<file path="config.mk">
export PLATFORM = sky130hd
export DESIGN_NAME = clock_date_time_set_editor_top
export DESIGN_NICKNAME = d
export VERILOG_FILES = /design/src/hw/rtl/cdts_pkg.sv /design/src/hw/rtl/cdts_update.sv /design/src/hw/rtl/clock_date_time_set_editor_top.sv
export VERILOG_INCLUDE_DIRS = /design/src /design/src/hw/rtl
export SDC_FILE = /design/constraint.sdc
export NUM_CORES = 1
export LEC_CHECK = 0
export BUFFER_PORTS_ARGS = -buffer_cell sky130_fd_sc_hd__buf_2
export CAP_MARGIN = 20
export CELL_PAD_IN_SITES_DETAIL_PLACEMENT = 1
export CELL_PAD_IN_SITES_GLOBAL_PLACEMENT = 1
export CORE_MARGIN = 5
export CORE_UTILIZATION = 30
export CTS_CLUSTER_DIAMETER = 80
export DETAILED_ROUTE_END_ITERATION = 8
export PLACE_DENSITY = 0.6
export SKIP_LAST_GASP = 1
export SYNTH_ARGS = -nofsm -noshare
export SYNTH_HDL_FRONTEND = slang
export SYNTH_HIERARCHICAL = 1
export SYNTH_SLANG_ARGS = --single-unit
</file>
<file path="constraint.sdc">
create_clock -name i_clk -period 17.13 [get_ports i_clk]
set_input_delay 0.8565 -clock i_clk [delete_from_list [all_inputs] [get_ports i_clk]]
set_output_delay 0.8565 -clock i_clk [all_outputs]
set_load 0.05 [all_outputs]
</file>
<file path="src/hw/rtl/assert_macros.svh">
// Assertion macros for the RTL files of the date/time set editor.
// Included by modules that carry concurrent checks; no other dependencies.
`ifndef ASSERT_MACROS_SVH
`define ASSERT_MACROS_SVH
`ifndef SYNTHESIS
// property that must hold at every edge out of reset
`define ASSERT_ALWAYS(lbl, clk, rst_n, expr) \
    lbl: assert property (@(posedge clk) disable iff (!rst_n) (expr)) \
        else $error("invariant violated");
// condition implies consequence in the same cycle
`define ASSERT_IMPLIES(lbl, clk, rst_n, pre, post) \
    lbl: assert property (@(posedge clk) disable iff (!rst_n) (pre) |-> (post)) \
        else $error("implication violated");
// condition implies consequence in the next cycle
`define ASSERT_NEXT(lbl, clk, rst_n, pre, post) \
    lbl: assert property (@(posedge clk) disable iff (!rst_n) (pre) |=> (post)) \
        else $error("next-cycle implication violated");
`else
`define ASSERT_ALWAYS(lbl, clk, rst_n, expr)
`define ASSERT_IMPLIES(lbl, clk, rst_n, pre, post)
`define ASSERT_NEXT(lbl, clk, rst_n, pre, post)
`endif
`endif

</file>
<file path="src/hw/rtl/cdts_pkg.sv">
// Package for the date/time set editor: types, command codes, reset values
// and calendar helper functions. No dependencies.
package cdts_pkg;

    localparam int YEAR_W   = 12;
    localparam int MONTH_W  = 4;
    localparam int DAY_W    = 5;
    localparam int HOUR_W   = 5;
    localparam int MIN_W    = 6;
    localparam int SEC_W    = 6;
    localparam int CUR_W    = 2;
    localparam int ORD_W    = 2;
    localparam int MODE_W   = 4;
    localparam int CFG_IDX_W  = 2;
    localparam int CFG_DATA_W = 12;
    localparam int IN_DATA_W  = 48;
    localparam int OUT_DATA_W = 48;

    localparam logic [YEAR_W-1:0]  YEAR_TOP     = 12'd4095;
    localparam logic [YEAR_W-1:0]  YEAR_LO_RST  = 12'd2000;
    localparam logic [YEAR_W-1:0]  YEAR_HI_RST  = 12'd2099;
    localparam logic [MONTH_W-1:0] MONTH_LAST   = 4'd12;
    localparam logic [HOUR_W-1:0]  HOUR_LAST    = 5'd23;
    localparam logic [MIN_W-1:0]   MIN_LAST     = 6'd59;
    localparam logic [SEC_W-1:0]   SEC_LAST     = 6'd59;
    localparam logic [CUR_W-1:0]   CUR_LAST     = 2'd2;

    // command codes
    typedef enum logic [MODE_W-1:0] {
        MODE_LOAD      = 4'd0,
        MODE_TCUR_LEFT = 4'd1,
        MODE_TCUR_RGT  = 4'd2,
        MODE_TIME_UP   = 4'd3,
        MODE_TIME_DOWN = 4'd4,
        MODE_DCUR_LEFT = 4'd5,
        MODE_DCUR_RGT  = 4'd6,
        MODE_DATE_UP   = 4'd7,
        MODE_DATE_DOWN = 4'd8
    } t_mode;

    // configuration register indexes
    typedef enum logic [CFG_IDX_W-1:0] {
        CFG_DATE_ORDER = 2'd0,
        CFG_YEAR_LO    = 2'd1,
        CFG_YEAR_HI    = 2'd2
    } t_cfg_idx;

    // date order codes
    typedef enum logic [ORD_W-1:0] {
        ORD_YMD = 2'd0,
        ORD_MDY = 2'd1,
        ORD_DMY = 2'd2
    } t_date_order;

    // time cursor positions
    typedef enum logic [CUR_W-1:0] {
        TCUR_HOUR   = 2'd0,
        TCUR_MINUTE = 2'd1,
        TCUR_SECOND = 2'd2
    } t_time_pos;

    // date field selected by the date cursor
    typedef enum logic [1:0] {
        FLD_YEAR  = 2'd0,
        FLD_MONTH = 2'd1,
        FLD_DAY   = 2'd2
    } t_date_field;

    typedef struct packed {
        logic [ORD_W-1:0]  date_order;
        logic [YEAR_W-1:0] year_lo;
        logic [YEAR_W-1:0] year_hi;
    } t_cfg;

    typedef struct packed {
        logic [SEC_W-1:0]   second;
        logic [MIN_W-1:0]   minute;
        logic [HOUR_W-1:0]  hour;
        logic [DAY_W-1:0]   day;
        logic [MONTH_W-1:0] month;
        logic [YEAR_W-1:0]  year;
        logic [MODE_W-1:0]  mode;
    } t_in_item;

    typedef struct packed {
        logic [CUR_W-1:0]   dcur;
        logic [CUR_W-1:0]   tcur;
        logic [SEC_W-1:0]   second;
        logic [MIN_W-1:0]   minute;
        logic [HOUR_W-1:0]  hour;
        logic [DAY_W-1:0]   day;
        logic [MONTH_W-1:0] month;
        logic [YEAR_W-1:0]  year;
    } t_edit_state;

    localparam t_edit_state STATE_RST = '{
        dcur: '0, tcur: '0, second: '0, minute: '0, hour: '0,
        day: 5'd1, month: 4'd1, year: YEAR_LO_RST
    };

    // Gregorian leap test; year/100 and year/400 via q = y/4 and q/25
    // (q * 1311 >> 15 is exact for q below 1024)
    function automatic logic is_leap(input logic [YEAR_W-1:0] y);
        logic [9:0]  q;
        logic [20:0] prod;
        logic [5:0]  quo;
        logic [10:0] quo25;
        logic [9:0]  rem;
        q     = y[YEAR_W-1:2];
        prod  = q * 11'd1311;
        quo   = prod[20:15];
        quo25 = quo * 5'd25;
        rem   = q - quo25[9:0];
        return (y[1:0] == 2'd0) && ((rem != 10'd0) || (quo[1:0] == 2'd0));
    endfunction

    // length of a month; invalid months count as January
    function automatic logic [DAY_W-1:0] days_in(input logic [MONTH_W-1:0] m,
                                                 input logic [YEAR_W-1:0]  y);
        logic [DAY_W-1:0] len;
        case (m) inside
            4'd2:    len = is_leap(y) ? 5'd29 : 5'd28;
            4'd4, 4'd6, 4'd9, 4'd11: len = 5'd30;
            default: len = 5'd31;
        endcase
        return len;
    endfunction

endpackage

</file>
<file path="src/hw/rtl/cdts_update.sv">
// Next-state logic of the date/time set editor: applies one command to the
// edit copy and cursors. Depends on cdts_pkg.
module cdts_update (
    input  cdts_pkg::t_cfg        i_cfg,
    input  cdts_pkg::t_edit_state i_state,
    input  cdts_pkg::t_in_item    i_item,
    output cdts_pkg::t_edit_state o_state,
    output logic                  o_rewrite
);
    import cdts_pkg::*;

    t_date_field      w_fld;
    logic [DAY_W-1:0] w_day_src;
    logic [DAY_W-1:0] w_len;
    logic             w_clamp;
    logic             w_day_wrap;
    logic             w_up;

    // date cursor to field, per date order (unused order code acts as YMD)
    always_comb begin
        w_fld = FLD_YEAR;
        unique case (i_cfg.date_order)
            ORD_MDY: begin
                unique case (i_state.dcur)
                    2'd1:    w_fld = FLD_DAY;
                    2'd2:    w_fld = FLD_YEAR;
                    default: w_fld = FLD_MONTH;
                endcase
            end
            ORD_DMY: begin
                unique case (i_state.dcur)
                    2'd1:    w_fld = FLD_MONTH;
                    2'd2:    w_fld = FLD_YEAR;
                    default: w_fld = FLD_DAY;
                endcase
            end
            default: begin
                unique case (i_state.dcur)
                    2'd1:    w_fld = FLD_MONTH;
                    2'd2:    w_fld = FLD_DAY;
                    default: w_fld = FLD_YEAR;
                endcase
            end
        endcase
    end

    // command decode: year, month, time and cursors; day settled below
    always_comb begin
        o_state    = i_state;
        o_rewrite  = 1'b0;
        w_day_src  = i_state.day;
        w_clamp    = 1'b0;
        w_day_wrap = 1'b0;
        w_up       = (i_item.mode == MODE_TIME_UP) || (i_item.mode == MODE_DATE_UP);
        case (i_item.mode) inside
            MODE_LOAD: begin
                if (i_item.year > i_cfg.year_hi) begin
                    o_state.year  = i_cfg.year_lo;
                    o_state.month = 4'd1;
                    w_day_src     = 5'd1;
                    o_rewrite     = 1'b1;
                end else begin
                    o_state.year  = i_item.year;
                    o_state.month = (i_item.month == 4'd0 || i_item.month > MONTH_LAST)
                                    ? 4'd1 : i_item.month;
                    w_day_src     = i_item.day;
                end
                w_clamp        = 1'b1;
                o_state.hour   = (i_item.hour > HOUR_LAST) ? HOUR_LAST : i_item.hour;
                o_state.minute = (i_item.minute > MIN_LAST) ? MIN_LAST : i_item.minute;
                o_state.second = (i_item.second > SEC_LAST) ? SEC_LAST : i_item.second;
            end
            MODE_TCUR_LEFT: o_state.tcur = (i_state.tcur == 2'd0 || i_state.tcur > CUR_LAST)
                                           ? CUR_LAST : i_state.tcur - 2'd1;
            MODE_TCUR_RGT:  o_state.tcur = (i_state.tcur >= CUR_LAST)
                                           ? 2'd0 : i_state.tcur + 2'd1;
            MODE_DCUR_LEFT: o_state.dcur = (i_state.dcur == 2'd0 || i_state.dcur > CUR_LAST)
                                           ? CUR_LAST : i_state.dcur - 2'd1;
            MODE_DCUR_RGT:  o_state.dcur = (i_state.dcur >= CUR_LAST)
                                           ? 2'd0 : i_state.dcur + 2'd1;
            MODE_TIME_UP, MODE_TIME_DOWN: begin
                case (i_state.tcur)
                    TCUR_HOUR: begin
                        if (w_up) o_state.hour = (i_state.hour >= HOUR_LAST)
                                                 ? 5'd0 : i_state.hour + 5'd1;
                        else      o_state.hour = (i_state.hour == 5'd0 ||
                                                  i_state.hour > HOUR_LAST)
                                                 ? HOUR_LAST : i_state.hour - 5'd1;
                    end
                    TCUR_MINUTE: begin
                        if (w_up) o_state.minute = (i_state.minute >= MIN_LAST)
                                                   ? 6'd0 : i_state.minute + 6'd1;
                        else      o_state.minute = (i_state.minute == 6'd0 ||
                                                    i_state.minute > MIN_LAST)
                                                   ? MIN_LAST : i_state.minute - 6'd1;
                    end
                    TCUR_SECOND: begin
                        if (w_up) o_state.second = (i_state.second >= SEC_LAST)
                                                   ? 6'd0 : i_state.second + 6'd1;
                        else      o_state.second = (i_state.second == 6'd0 ||
                                                    i_state.second > SEC_LAST)
                                                   ? SEC_LAST : i_state.second - 6'd1;
                    end
                    default: ;
                endcase
            end
            MODE_DATE_UP, MODE_DATE_DOWN: begin
                case (w_fld)
                    FLD_YEAR: begin
                        if (w_up) o_state.year = (i_state.year == i_cfg.year_hi ||
                                                  i_state.year == YEAR_TOP)
                                                 ? i_cfg.year_lo : i_state.year + 12'd1;
                        else      o_state.year = (i_state.year == i_cfg.year_lo ||
                                                  i_state.year == 12'd0)
                                                 ? i_cfg.year_hi : i_state.year - 12'd1;
                        w_clamp = 1'b1;
                    end
                    FLD_MONTH: begin
                        if (w_up) o_state.month = (i_state.month >= MONTH_LAST)
                                                  ? 4'd1 : i_state.month + 4'd1;
                        else      o_state.month = (i_state.month <= 4'd1)
                                                  ? MONTH_LAST : i_state.month - 4'd1;
                        w_clamp = 1'b1;
                    end
                    default: w_day_wrap = 1'b1;
                endcase
            end
            default: ;
        endcase

        // one month-length lookup on the resulting year and month
        w_len = days_in(o_state.month, o_state.year);
        if (w_clamp) begin
            if (w_day_src > w_len)       o_state.day = w_len;
            else if (w_day_src == 5'd0)  o_state.day = 5'd1;
            else                         o_state.day = w_day_src;
        end else if (w_day_wrap) begin
            if (w_up) o_state.day = (i_state.day >= w_len) ? 5'd1 : i_state.day + 5'd1;
            else      o_state.day = (i_state.day <= 5'd1) ? w_len : i_state.day - 5'd1;
        end
    end

endmodule

</file>
<file path="src/hw/rtl/clock_date_time_set_editor_top.sv">
// Date/time set editor, top level: stream ports, configuration registers,
// input register, edit state and result register. Depends on cdts_pkg,
// cdts_update and assert_macros.svh.
//
// Each input item is one editing command (load from the running clock, move
// the time or date cursor, raise or lower the field under a cursor) and
// yields exactly one result item carrying the edit copy and both cursors
// after that command. One item is taken per clock cycle while the result stream
// does not stall; a result is shown on the result stream once its item has
// passed the input register and the result register has loaded it, and the
// result register loads only when it is empty or its result is being taken.
// While a result waits on a stalled output, one more item can still be taken
// into an empty input register; input then stalls until the result is taken.
// The rate is set by the edit-state registers, which load one new state per accepted command.
// Configuration is written through a plain write port and should only change
// while no command is in flight.
`include "assert_macros.svh"
module clock_date_time_set_editor_top (
    input  logic                                i_clk,
    input  logic                                i_rst_n,
    // command stream
    input  logic                                s_axis_tvalid,
    output logic                                s_axis_tready,
    // [3:0] mode, [15:4] load_year, [19:16] load_month, [24:20] load_day,
    // [29:25] load_hour, [35:30] load_minute, [41:36] load_second, rest zero
    input  logic [cdts_pkg::IN_DATA_W-1:0]      s_axis_tdata,
    // result stream
    output logic                                m_axis_tvalid,
    input  logic                                m_axis_tready,
    // [11:0] edit_year, [15:12] edit_month, [20:16] edit_day,
    // [25:21] edit_hour, [31:26] edit_minute, [37:32] edit_second,
    // [39:38] time_field_pos, [41:40] date_field_pos, [42] clock_rewrite,
    // rest zero
    output logic [cdts_pkg::OUT_DATA_W-1:0]     m_axis_tdata,
    // configuration write port
    input  logic                                i_cfg_we,
    input  logic [cdts_pkg::CFG_IDX_W-1:0]      i_cfg_idx,
    input  logic [cdts_pkg::CFG_DATA_W-1:0]     i_cfg_data
);
    import cdts_pkg::*;

    t_cfg        r_cfg;
    t_edit_state r_state;
    t_edit_state w_next;
    t_edit_state r_out;
    t_in_item    r_in;
    logic        r_in_valid;
    logic        r_out_valid;
    logic        r_out_rewrite;
    logic        w_rewrite;
    logic        w_adv;
    logic        w_fire;
    logic        w_cur_ok;
    logic        w_date_ok;
    logic        w_time_ok;
    logic        w_jan1;

    // pipeline control: result register frees when empty or taken
    assign w_adv         = !r_out_valid || m_axis_tready;
    assign w_fire        = r_in_valid && w_adv;
    assign s_axis_tready = !r_in_valid || w_adv;

    // configuration registers
    always_ff @(posedge i_clk) begin
        if (!i_rst_n) begin
            r_cfg.date_order <= ORD_YMD;
            r_cfg.year_lo    <= YEAR_LO_RST;
            r_cfg.year_hi    <= YEAR_HI_RST;
        end else if (i_cfg_we) begin
            unique case (i_cfg_idx)
                CFG_DATE_ORDER: r_cfg.date_order <= i_cfg_data[ORD_W-1:0];
                CFG_YEAR_LO:    r_cfg.year_lo    <= i_cfg_data[YEAR_W-1:0];
                CFG_YEAR_HI:    r_cfg.year_hi    <= i_cfg_data[YEAR_W-1:0];
                default: ;
            endcase
        end
    end

    // input register
    always_ff @(posedge i_clk) begin
        if (!i_rst_n) begin
            r_in_valid <= 1'b0;
        end else if (s_axis_tready) begin
            r_in_valid <= s_axis_tvalid;
        end
    end

    always_ff @(posedge i_clk) begin
        if (s_axis_tvalid && s_axis_tready) begin
            r_in <= s_axis_tdata[$bits(t_in_item)-1:0];
        end
    end

    cdts_update u_update (
        .i_cfg     (r_cfg),
        .i_state   (r_state),
        .i_item    (r_in),
        .o_state   (w_next),
        .o_rewrite (w_rewrite)
    );

    // edit state
    always_ff @(posedge i_clk) begin
        if (!i_rst_n) begin
            r_state <= STATE_RST;
        end else if (w_fire) begin
            r_state <= w_next;
        end
    end

    // result register
    always_ff @(posedge i_clk) begin
        if (!i_rst_n) begin
            r_out_valid <= 1'b0;
        end else if (w_adv) begin
            r_out_valid <= r_in_valid;
        end
    end

    always_ff @(posedge i_clk) begin
        if (w_fire) begin
            r_out         <= w_next;
            r_out_rewrite <= w_rewrite;
        end
    end

    assign m_axis_tvalid = r_out_valid;
    assign m_axis_tdata  = {{(OUT_DATA_W - $bits(t_edit_state) - 1){1'b0}},
                            r_out_rewrite, r_out};

    // range terms for the checks
    assign w_cur_ok  = (r_state.tcur <= CUR_LAST) && (r_state.dcur <= CUR_LAST);
    assign w_date_ok = (r_state.month >= 4'd1) && (r_state.month <= MONTH_LAST) &&
                       (r_state.day >= 5'd1) &&
                       (r_state.day <= days_in(r_state.month, r_state.year));
    assign w_time_ok = (r_state.hour <= HOUR_LAST) && (r_state.minute <= MIN_LAST) &&
                       (r_state.second <= SEC_LAST);
    assign w_jan1    = (r_out.month == 4'd1) && (r_out.day == 5'd1);

    // checks
    `ASSERT_NEXT(a_fire_gives_result, i_clk, i_rst_n, w_fire, r_out_valid)
    `ASSERT_ALWAYS(a_cursor_range, i_clk, i_rst_n, w_cur_ok)
    `ASSERT_ALWAYS(a_date_range, i_clk, i_rst_n, w_date_ok)
    `ASSERT_ALWAYS(a_time_range, i_clk, i_rst_n, w_time_ok)
    `ASSERT_IMPLIES(a_rewrite_jan1, i_clk, i_rst_n, r_out_valid && r_out_rewrite, w_jan1)

endmodule
</file>
==> run_results.csv, run 1 <==
group,metric,value,unit
synth,synthDistinctLibCells,86,
detailed_routing,totalWireLength,36.7,mm
cts,ctsHoldBuffers,0,
layout,diodes,0,
synth,synth_edf_count,85,
floorplan,initial_core_util,30.5,%
detailed_routing,drt-pass1-iter-count,4,
flow_run,max_cap_violations,0,
synth,synth_top_cells_by_area,"edfxtp_1 20%, ha_1 13%, dfxtp_1 11%",
detailed_routing,ant_nets,0,
grt,grt_start_max_net_pins,79,
detailed_routing,viasPerCell,5.17,
timing,slew_headroom,34.9,%
status,status,"completed",
setup_path,max_stage_delay,0.81,ns
layout,layout-drive-gt1-share,12.6,%
timing,maxSlewViolCount,0,
timing,worst_pin_slew,0.976,ns
placed_design,placedInstanceArea,0.0134,mm²
setup_path,crit_fanout,22,
layout,area_delta_synth_final,12.8,%
setup_path,critPathCaptureType,"flip-flop",
worst_hold_path,worstHoldPathType,"reg2reg",
grt,grt_use_total,16.0,%
synth,syn_inst,1397,
cts,clockBufferDepth,2,
placed_design,dp_slack,2.35,ns
setup_path,crit_type,"reg2reg",
setup_path,r2r_slack,2.42,ns
synth,ys.flop_type,"edfxtp_1",
placed_design,port_buffers,105,
floorplan,die_w,214,µm
setup_path,startpoint,"r_in[0]",
synth,syn-cell-area,0.0125,mm²
timing,finalSetupViolations,0,
floorplan,die-area,0.0458,mm²
cts,ctsRootBufferMaster,"clkbuf_16",
setup_path,endpoint,"r_state[16]",
floorplan,core-area,0.0410,mm²
synth,synth_seq_cells,155,
cts,cts_tree,"yes",
layout,nNetsFinal,1688,
timing,period_share,85.9,%
grt,grt_pass1_wl,59.8,mm
synth,ys_seq_area_share,31.7,%
synth,yosysMostFrequentCell,"nand2_1",
cts,clk_pin_slew,0.07,ns
grt,antenna_found_initial,0,
cts,clock-sinks,155,
timing,fmaxAchievable,68.0,MHz
timing,tns,0,ns
detailed_routing,wl_per_cell,18.3,µm
synth,yosysTopAreaCell,"edfxtp_1",
timing,hold_viol,0,
detailed_routing,drt_iter0_drc,527,
detailed_routing,drc_errors,0,
setup_path,critPathLaunchType,"flip-flop",
cts,h-tree-depth,4,
detailed_routing,vias,10300,
placed_design,gp_congestion,0.846,
timing,skew,0.0104,ns
setup_path,r2r_cells,53,
synth,syn_avg_cell_area,8.94,µm²
timing,min_period,14.71,ns
floorplan,die_h,214,µm
setup_path,critPathArrivalTime,15.07,ns
cts,cts_buffers,17,
synth,synth_async_sr_flop_share,0,%
layout,fin_area,0.0141,mm²
setup_path,required,17.49,ns
synth,ys_top_cells_by_count,"174 x nand2_1, 133 x ha_1, 124 x inv_1",
setup_path,timing.rr.end,"r_state[16]",
timing,final.setup.worst_slack,2.42,ns
placed_design,dp.final_hpwl,27.4,mm
synth,netlist.area_leader.share,20.4,%
synth,ys_warn_count,6,
grt,overflow,0,
cts,cts_setup_buffers,0,
timing,rsz0062_at_grt,"no",
grt,grt_pass1_vias,10800,
floorplan,rows,74,
setup_path,slowest_stage,"nor3b_2",
cts,post_cts_resized,0,
floorplan,num_io_pins,117,
cts,clock_latency,0.45,ns
setup_path,rr_startpoint,"r_in[0]",
setup_path,cpMostUsedCell,"a21oi_1",
placed_design,dpl.cell_count,1970,
layout,final_cells,2003,
worst max-delay path, delay by kind of cell, from the launching register on:
kind	cells	cell delay (ns)
AO/OA/AOI/OAI	27	6.29
XOR/XNOR	3	0.68
adder cells (fa/ha/maj)	10	4.37
buffers and inverters	5	0.48
flip-flops	1	0.67
AND/OR/NAND/NOR	8	2.10
state kept, by name (all words and copies together) (netlist names):
signal         cells
r_cfg             26
r_in              42
m_axis_tvalid      1
r_state           42
r_out_rewrite      1
r_in_valid         1
m_axis_tdata      42
per-stage QoR:
stage | hold WS, ns | utilization, %
global route | 0.527 | 34.4
finish | 0.501 | 34.4
floorplan | 0.431 | -
global placement | 0.492 | 32.6
CTS | 0.504 | 34.3
detailed placement | 0.497 | 32.6
final cells by class:
class / count / area, µm²
Inverter: 125 / 469
Fill cell: 4795 / 26900
Tap cell: 532 / 666
Sequential cell: 155 / 3950
Multi-Input combinational cell: 1037 / 7650
Clock buffer: 21 / 450
Clock inverter: 11 / 240
Timing Repair Buffer: 122 / 659
metal layers:
layer / GRT usage, % / wire, µm / up-vias
li1: - / - / 5094
met1: 20.4 / 16600 / 5040
met2: 27.2 / 17700 / 165
met3: 3.91 / 1570 / 48
met4: 4.21 / 804 / 0
met5: 0 / 0 / -
how the worst min path moves through the flow:
stage	startpoint	end	slack, ns	cells past startpoint
after floorplan	r_state[11]	r_state[11]	0.43	2
after global placement	r_state[40]	r_state[40]	0.49	2
after detailed placement	r_state[40]	r_state[40]	0.50	2
after CTS	r_state[40]	r_state[40]	0.50	2
after global routing	r_state[40]	r_state[40]	0.53	2
final	r_cfg[8]	r_cfg[8]	0.50	2
cells by family (layout without fill, tap and decap cells):
| group | count (synthesis) | in the layout | share of synthesized area (%) |
|---|---|---|---|
| buf+inv | 209 | 279 | 7.26 |
| flops | 155 | 155 | 31.7 |
| xor+xnor | 65 | 65 | 4.74 |
| mux | 61 | 61 | 4.92 |
| fa+ha+maj | 163 | 163 | 18.1 |
| simple gates | 416 | 416 | 16.0 |
| compound gates | 327 | 327 | 17.3 |
| other cells | 1 | 5 | 0.0300 |
cells in the final DEF, fill, tap and decap left out, types with 28 or more instances in the layout:
| master | count |
|---|---|
| nor2_1 | 73 |
| a21oi_1 | 88 |
| mux2i_1 | 58 |
| dfxtp_1 | 70 |
| o21ai_0 | 75 |
| buf_2 | 104 |
| xnor2_1 | 28 |
| xor2_1 | 34 |
| nor3_1 | 30 |
| fa_1 | 30 |
| nand2_1 | 174 |
| edfxtp_1 | 85 |
| inv_1 | 124 |
| ha_1 | 133 |
| nand3_1 | 36 |
Power of run 1 is left out: the tool's default activity adds up to more than one toggle a clock period on the data nets, which glitch-free logic cannot reach.
==> run 2, diff against run 1 <==
--- a/config.mk
+++ b/config.mk
@@ -15,6 +15,7 @@
 export CTS_CLUSTER_DIAMETER = 80
 export DETAILED_ROUTE_END_ITERATION = 8
 export PLACE_DENSITY = 0.6
+export REMOVE_ABC_BUFFERS = 1
 export SKIP_LAST_GASP = 1
 export SYNTH_ARGS = -nofsm -noshare
 export SYNTH_HDL_FRONTEND = slang
==> run_results.csv, run 2 (synthesis results as in run 1) <==
group,metric,value,unit
setup_path,critPathArrivalTime,14.94,ns
grt,grt_use_total,15.8,%
timing,slew_headroom,29.1,%
layout,diodes,0,
setup_path,max_stage_delay,0.84,ns
timing,skew,0.0134,ns
setup_path,crit_type,"reg2reg",
timing,period_share,85.2,%
floorplan,die_w,214,µm
status,status,"completed",
flow_run,max_cap_violations,0,
cts,clock-sinks,155,
setup_path,critPathBufInv,7,
worst_hold_path,worstHoldPathType,"reg2reg",
detailed_routing,vias,10300,
placed_design,dp.final_hpwl,27.0,mm
layout,layout-drive-gt1-share,12.7,%
floorplan,die_h,214,µm
detailed_routing,drt_iter0_drc,613,
cts,ctsRootBufferMaster,"clkbuf_16",
detailed_routing,ant_nets,0,
floorplan,die-area,0.0458,mm²
detailed_routing,wl_per_cell,18.2,µm
placed_design,gp_congestion,0.851,
setup_path,cpLargestDelayFamily,"compound AO/OA/AOI/OAI gates",
grt,grt_pass1_wl,59.1,mm
timing,finalSetupViolations,0,
grt,antenna_found_initial,0,
layout,area_delta_synth_final,12.1,%
detailed_routing,totalWireLength,36.4,mm
cts,cts_setup_buffers,0,
timing,rsz0062_at_grt,"no",
grt,grt_start_max_net_pins,62,
cts,cts_tree,"yes",
layout,final_cell_mix,"174 x nand2_1, 133 x ha_1, 124 x inv_1, 104 x buf_2, 88 x a21oi_1",
grt,overflow,0,
setup_path,slowest_stage,"a21o_1",
floorplan,core-area,0.0410,mm²
detailed_routing,viasPerCell,5.16,
cts,clock_latency,0.46,ns
detailed_routing,drt-pass1-iter-count,5,
floorplan,initial_core_util,30.5,%
timing,min_period,14.59,ns
cts,clk_pin_slew,0.07,ns
timing,maxSlewViolCount,0,
timing,tns,0,ns
setup_path,required,17.49,ns
timing,worst_pin_slew,1.06,ns
cts,h-tree-depth,4,
placed_design,port_buffers,105,
floorplan,rows,74,
setup_path,cpMostUsedCell,"a21oi_1",
cts,ctsHoldBuffers,0,
timing,fmaxAchievable,68.6,MHz
cts,clockBufferDepth,2,
detailed_routing,drc_errors,0,
layout,final_common_cell,"nand2_1",
floorplan,num_io_pins,117,
setup_path,critPathCaptureType,"flip-flop",
layout,nNetsFinal,1685,
setup_path,r2r_slack,2.54,ns
grt,grt_pass1_vias,10800,
setup_path,crit_fanout,15,
timing,hold_viol,0,
cts,post_cts_resized,0,
cts,cts_buffers,17,
setup_path,critPathLaunchType,"flip-flop",
-- run 2: cell types whose count changed in the layout (fill, tap and decap cells not counted), sizes merged --
cell and change:
buf -3, bufinv -4, clkbuf -4, clkinv -1, clkinvlp +1, inv +8
-- run 2: cell type report --
| type | count | area, µm² |
|---|---|---|
| fill | 4785 | 27000 |
| clock buffer | 17 | 425 |
| sequential | 155 | 3950 |
| tap | 532 | 666 |
| inverter | 125 | 469 |
| timing repair buffer | 119 | 633 |
| clock inverter | 15 | 203 |
| multi-input combinational | 1037 | 7650 |
-- run 2: final timing paths --
path | cells after the start | startpoint | end
max | 56 | r_cfg[10] | r_state[16]
min | 2 | r_cfg[24] | r_cfg[24]
max reg2reg | 56 | r_cfg[10] | r_state[16]
min reg2reg | 2 | r_cfg[24] | r_cfg[24]
-- run 2: metrics by stage --
stage	hold slack, ns	cells	cell area, µm²	setup WS [ns]	utilization [%]
final	0.500	2000	14000	2.54	34.1
after CTS	0.500	2000	14000	2.46	34.1
after floorplan	0.453	1317	12100	4.38	-
after global placement	0.484	1968	13400	2.73	32.6
after detailed placement	0.497	1968	13400	2.56	32.6
after global routing	0.542	2000	14000	1.42	34.1
-- run 2: worst min-delay path, delay by kind of cell, from the launching register on --
family	cells	cell delay, ns
compound gates	1	0.06
simple gates	1	0.06
flops	1	0.33
-- run 2: metal layers --
layer	track usage [%]	up-vias	wire length (µm)
met1	19.9	5048	17000
li1	-	5099	-
met3	3.29	25	1100
met2	28.2	146	17900
met5	0	-	0
met4	3.22	0	466
Power of run 2 is left out for the same reason.
==> run 3, diff against run 2 <==
--- a/config.mk
+++ b/config.mk
@@ -19,5 +19,4 @@
 export SKIP_LAST_GASP = 1
 export SYNTH_ARGS = -nofsm -noshare
 export SYNTH_HDL_FRONTEND = slang
-export SYNTH_HIERARCHICAL = 1
 export SYNTH_SLANG_ARGS = --single-unit
==> run_results.csv, run 3 <==
group,metric,value,unit
timing,finalSetupViolations,0,
layout,diodes,0,
timing,worst_pin_slew,0.961,ns
cts,cts_buffers,17,
cts,clockBufferDepth,2,
grt,grt_pass1_vias,11000,
synth,syn-cell-area,0.0126,mm²
synth,yosysTopAreaCell,"edfxtp_1",
grt,met1_usage,21.9,%
grt,grt_use_total,17.2,%
grt,grt_start_max_net_pins,72,
detailed_routing,vias,10700,
power_and_ir_drop,p_leak,5.82,nW
cts,clk_pin_slew,0.06,ns
detailed_routing,wl_per_cell,19.5,µm
floorplan,die_h,215,µm
synth,syn_avg_cell_area,8.88,µm²
status,status,"completed",
timing,skew,0.0121,ns
synth,ys_top_cells_by_count,"182 x nand2_1, 133 x ha_1, 98 x inv_1",
synth,yosysMostFrequentCell,"nand2_1",
layout,final_cells,2032,
detailed_routing,drc_errors,0,
timing,tns,0,ns
cts,clock_latency,0.49,ns
layout,layout-drive-gt1-share,12.4,%
timing,final.setup.worst_slack,3.19,ns
timing,period_share,81.4,%
grt,met3_usage,3.11,%
detailed_routing,drt_iter0_drc,496,
cts,ctsRootBufferMaster,"clkbuf_16",
placed_design,dp.final_hpwl,29.1,mm
synth,ys_warn_count,0,
synth,ys_seq_area_share,31.3,%
timing,slew_headroom,35.2,%
cts,clock-sinks,155,
synth,syn_inst,1422,
cts,cts_tree,"yes",
floorplan,die-area,0.0463,mm²
placed_design,dpl.cell_count,2000,
floorplan,die_w,215,µm
cts,ctsHoldBuffers,0,
synth,netlist.area_leader.share,20.2,%
synth,synth_edf_count,85,
layout,nNetsFinal,1710,
setup_path,slowest_stage,"o21ai_0",
timing,rsz0062_at_grt,"no",
setup_path,critPathBufInv,7,
setup_path,crit_type,"reg2reg",
grt,overflow,0,
setup_path,critPathCaptureType,"flip-flop",
cts,post_cts_resized,0,
placed_design,dp_slack,3.20,ns
setup_path,required,17.36,ns
floorplan,initial_core_util,30.2,%
setup_path,critPathLaunchType,"flip-flop",
detailed_routing,drt-pass1-iter-count,5,
detailed_routing,totalWireLength,39.6,mm
layout,final_cell_mix,"182 x nand2_1, 133 x ha_1, 105 x buf_2, 97 x inv_1, 95 x nor2_1",
power_and_ir_drop,pwr_density_cell,240,mW/mm²
placed_design,gp_congestion,0.884,
setup_path,crit_fanout,19,
synth,synth_seq_cells,155,
floorplan,core-area,0.0418,mm²
grt,antenna_found_initial,0,
setup_path,cpLargestDelayFamily,"adder cells",
placed_design,port_buffers,105,
layout,final_common_cell,"nand2_1",
grt,grt_pass1_wl,62.9,mm
layout,fillers,4870,
cts,cts_setup_buffers,0,
timing,min_period,13.94,ns
synth,synth_async_sr_flop_share,0,%
power_and_ir_drop,vdd_drop_max,0.313,mV
flow_run,max_cap_violations,0,
grt,grt_busiest_layer,"met2",
setup_path,critPathArrivalTime,14.17,ns
detailed_routing,ant_nets,0,
timing,maxSlewViolCount,0,
synth,ys.flop_type,"edfxtp_1",
cts,h-tree-depth,4,
synth,synth_top_cells_by_area,"edfxtp_1 20%, ha_1 13%, dfxtp_1 11%",
setup_path,max_stage_delay,0.77,ns
layout,area_delta_synth_final,12.3,%
worst_hold_path,worstHoldPathType,"reg2reg",
detailed_routing,viasPerCell,5.25,
floorplan,rows,75,
grt,use_met2,29.8,%
timing,fmaxAchievable,71.7,MHz
synth,synthDistinctLibCells,91,
timing,hold_viol,0,
floorplan,num_io_pins,117,
## run 3: changes by cell type after synthesis, sizes merged, moves of 18 or more
| cell | delta |
|---|---|
| buf | -21 |
| a21boi | +29 |
| xor2 | -21 |
| o211ai | +18 |
| mux2i | -44 |
| o21ai | -27 |
| nor2 | +22 |
| clkbuf | +22 |
| xnor2 | +18 |
| inv | -26 |
## run 3: through the flow
stage	hold slack [ns]	power [W]	area [µm²]	util, %
2_1_floorplan	0.470	0.00241	12200	-
3_3_place_gp	0.495	0.00292	13600	32.5
3_5_place_dp	0.509	0.00301	13600	32.5
4_1_cts	0.495	0.00344	14200	33.9
5_1_grt	0.510	0.00380	14200	33.9
6_report	0.513	0.00340	14200	33.9
## run 3: cell type report
type,instances,area [µm²],area share [%]
Inverter,99,373,2.63
Tap cell,539,674,4.76
Sequential cell,155,3950,27.9
Clock buffer,26,576,4.06
Timing Repair Buffer,120,638,4.50
Clock inverter,6,41.3,0.291
Multi-Input combinational cell,1087,7920,55.9
## run 3: worst paths after layout
| kind | cells past startpoint | start | endpoint | slack, ns |
|---|---|---|---|---|
| max reg2reg | 50 | r_cfg[10] | m_axis_tdata[16] | 3.19 |
| min | 2 | r_cfg[7] | r_cfg[7] | 0.51 |
| max | 50 | r_cfg[10] | m_axis_tdata[16] | 3.19 |
| min reg2reg | 2 | r_cfg[7] | r_cfg[7] | 0.51 |
## run 3: cells by family (layout without fill, tap and decap cells)
| kind of cell | Yosys count | in the layout | synth area share (%) |
|---|---|---|---|
| AO/OA/AOI/OAI | 356 | 356 | 19.7 |
| XOR/XNOR | 62 | 62 | 4.30 |
| adder cells (fa/ha/maj) | 163 | 163 | 17.9 |
| buffers and inverters | 184 | 251 | 6.10 |
| flip-flops | 155 | 155 | 31.3 |
| multiplexers | 19 | 19 | 1.59 |
| other | 1 | 5 | 0.0297 |
| AND/OR/NAND/NOR | 482 | 482 | 19.0 |
## run 3: layer usage
metal | routed length (µm) | vias to the layer above
li1 | - | 5226
met3 | 1250 | 30
met5 | 0 | -
met4 | 736 | 0
met1 | 18100 | 5277
met2 | 19500 | 143
## run 3: worst reg2reg max path, delay by kind of cell (launching register included)
kind,cells,cell delay (ns)
adder cells (fa/ha/maj),11,4.98
AO/OA/AOI/OAI,17,3.95
AND/OR/NAND/NOR,11,2.32
buffers and inverters,7,0.93
XOR/XNOR,3,0.90
flip-flops,1,0.48
multiplexers,1,0.17
## run 3: where the power goes
part / switching, W / leakage (nW) / internal (W)
clock network: 0.000167 / 0.303 / 0.000232
registers: 0.0000257 / 1.38 / 0.000414
logic: 0.00149 / 4.13 / 0.00107
Power figures use the tool's default switching activity.
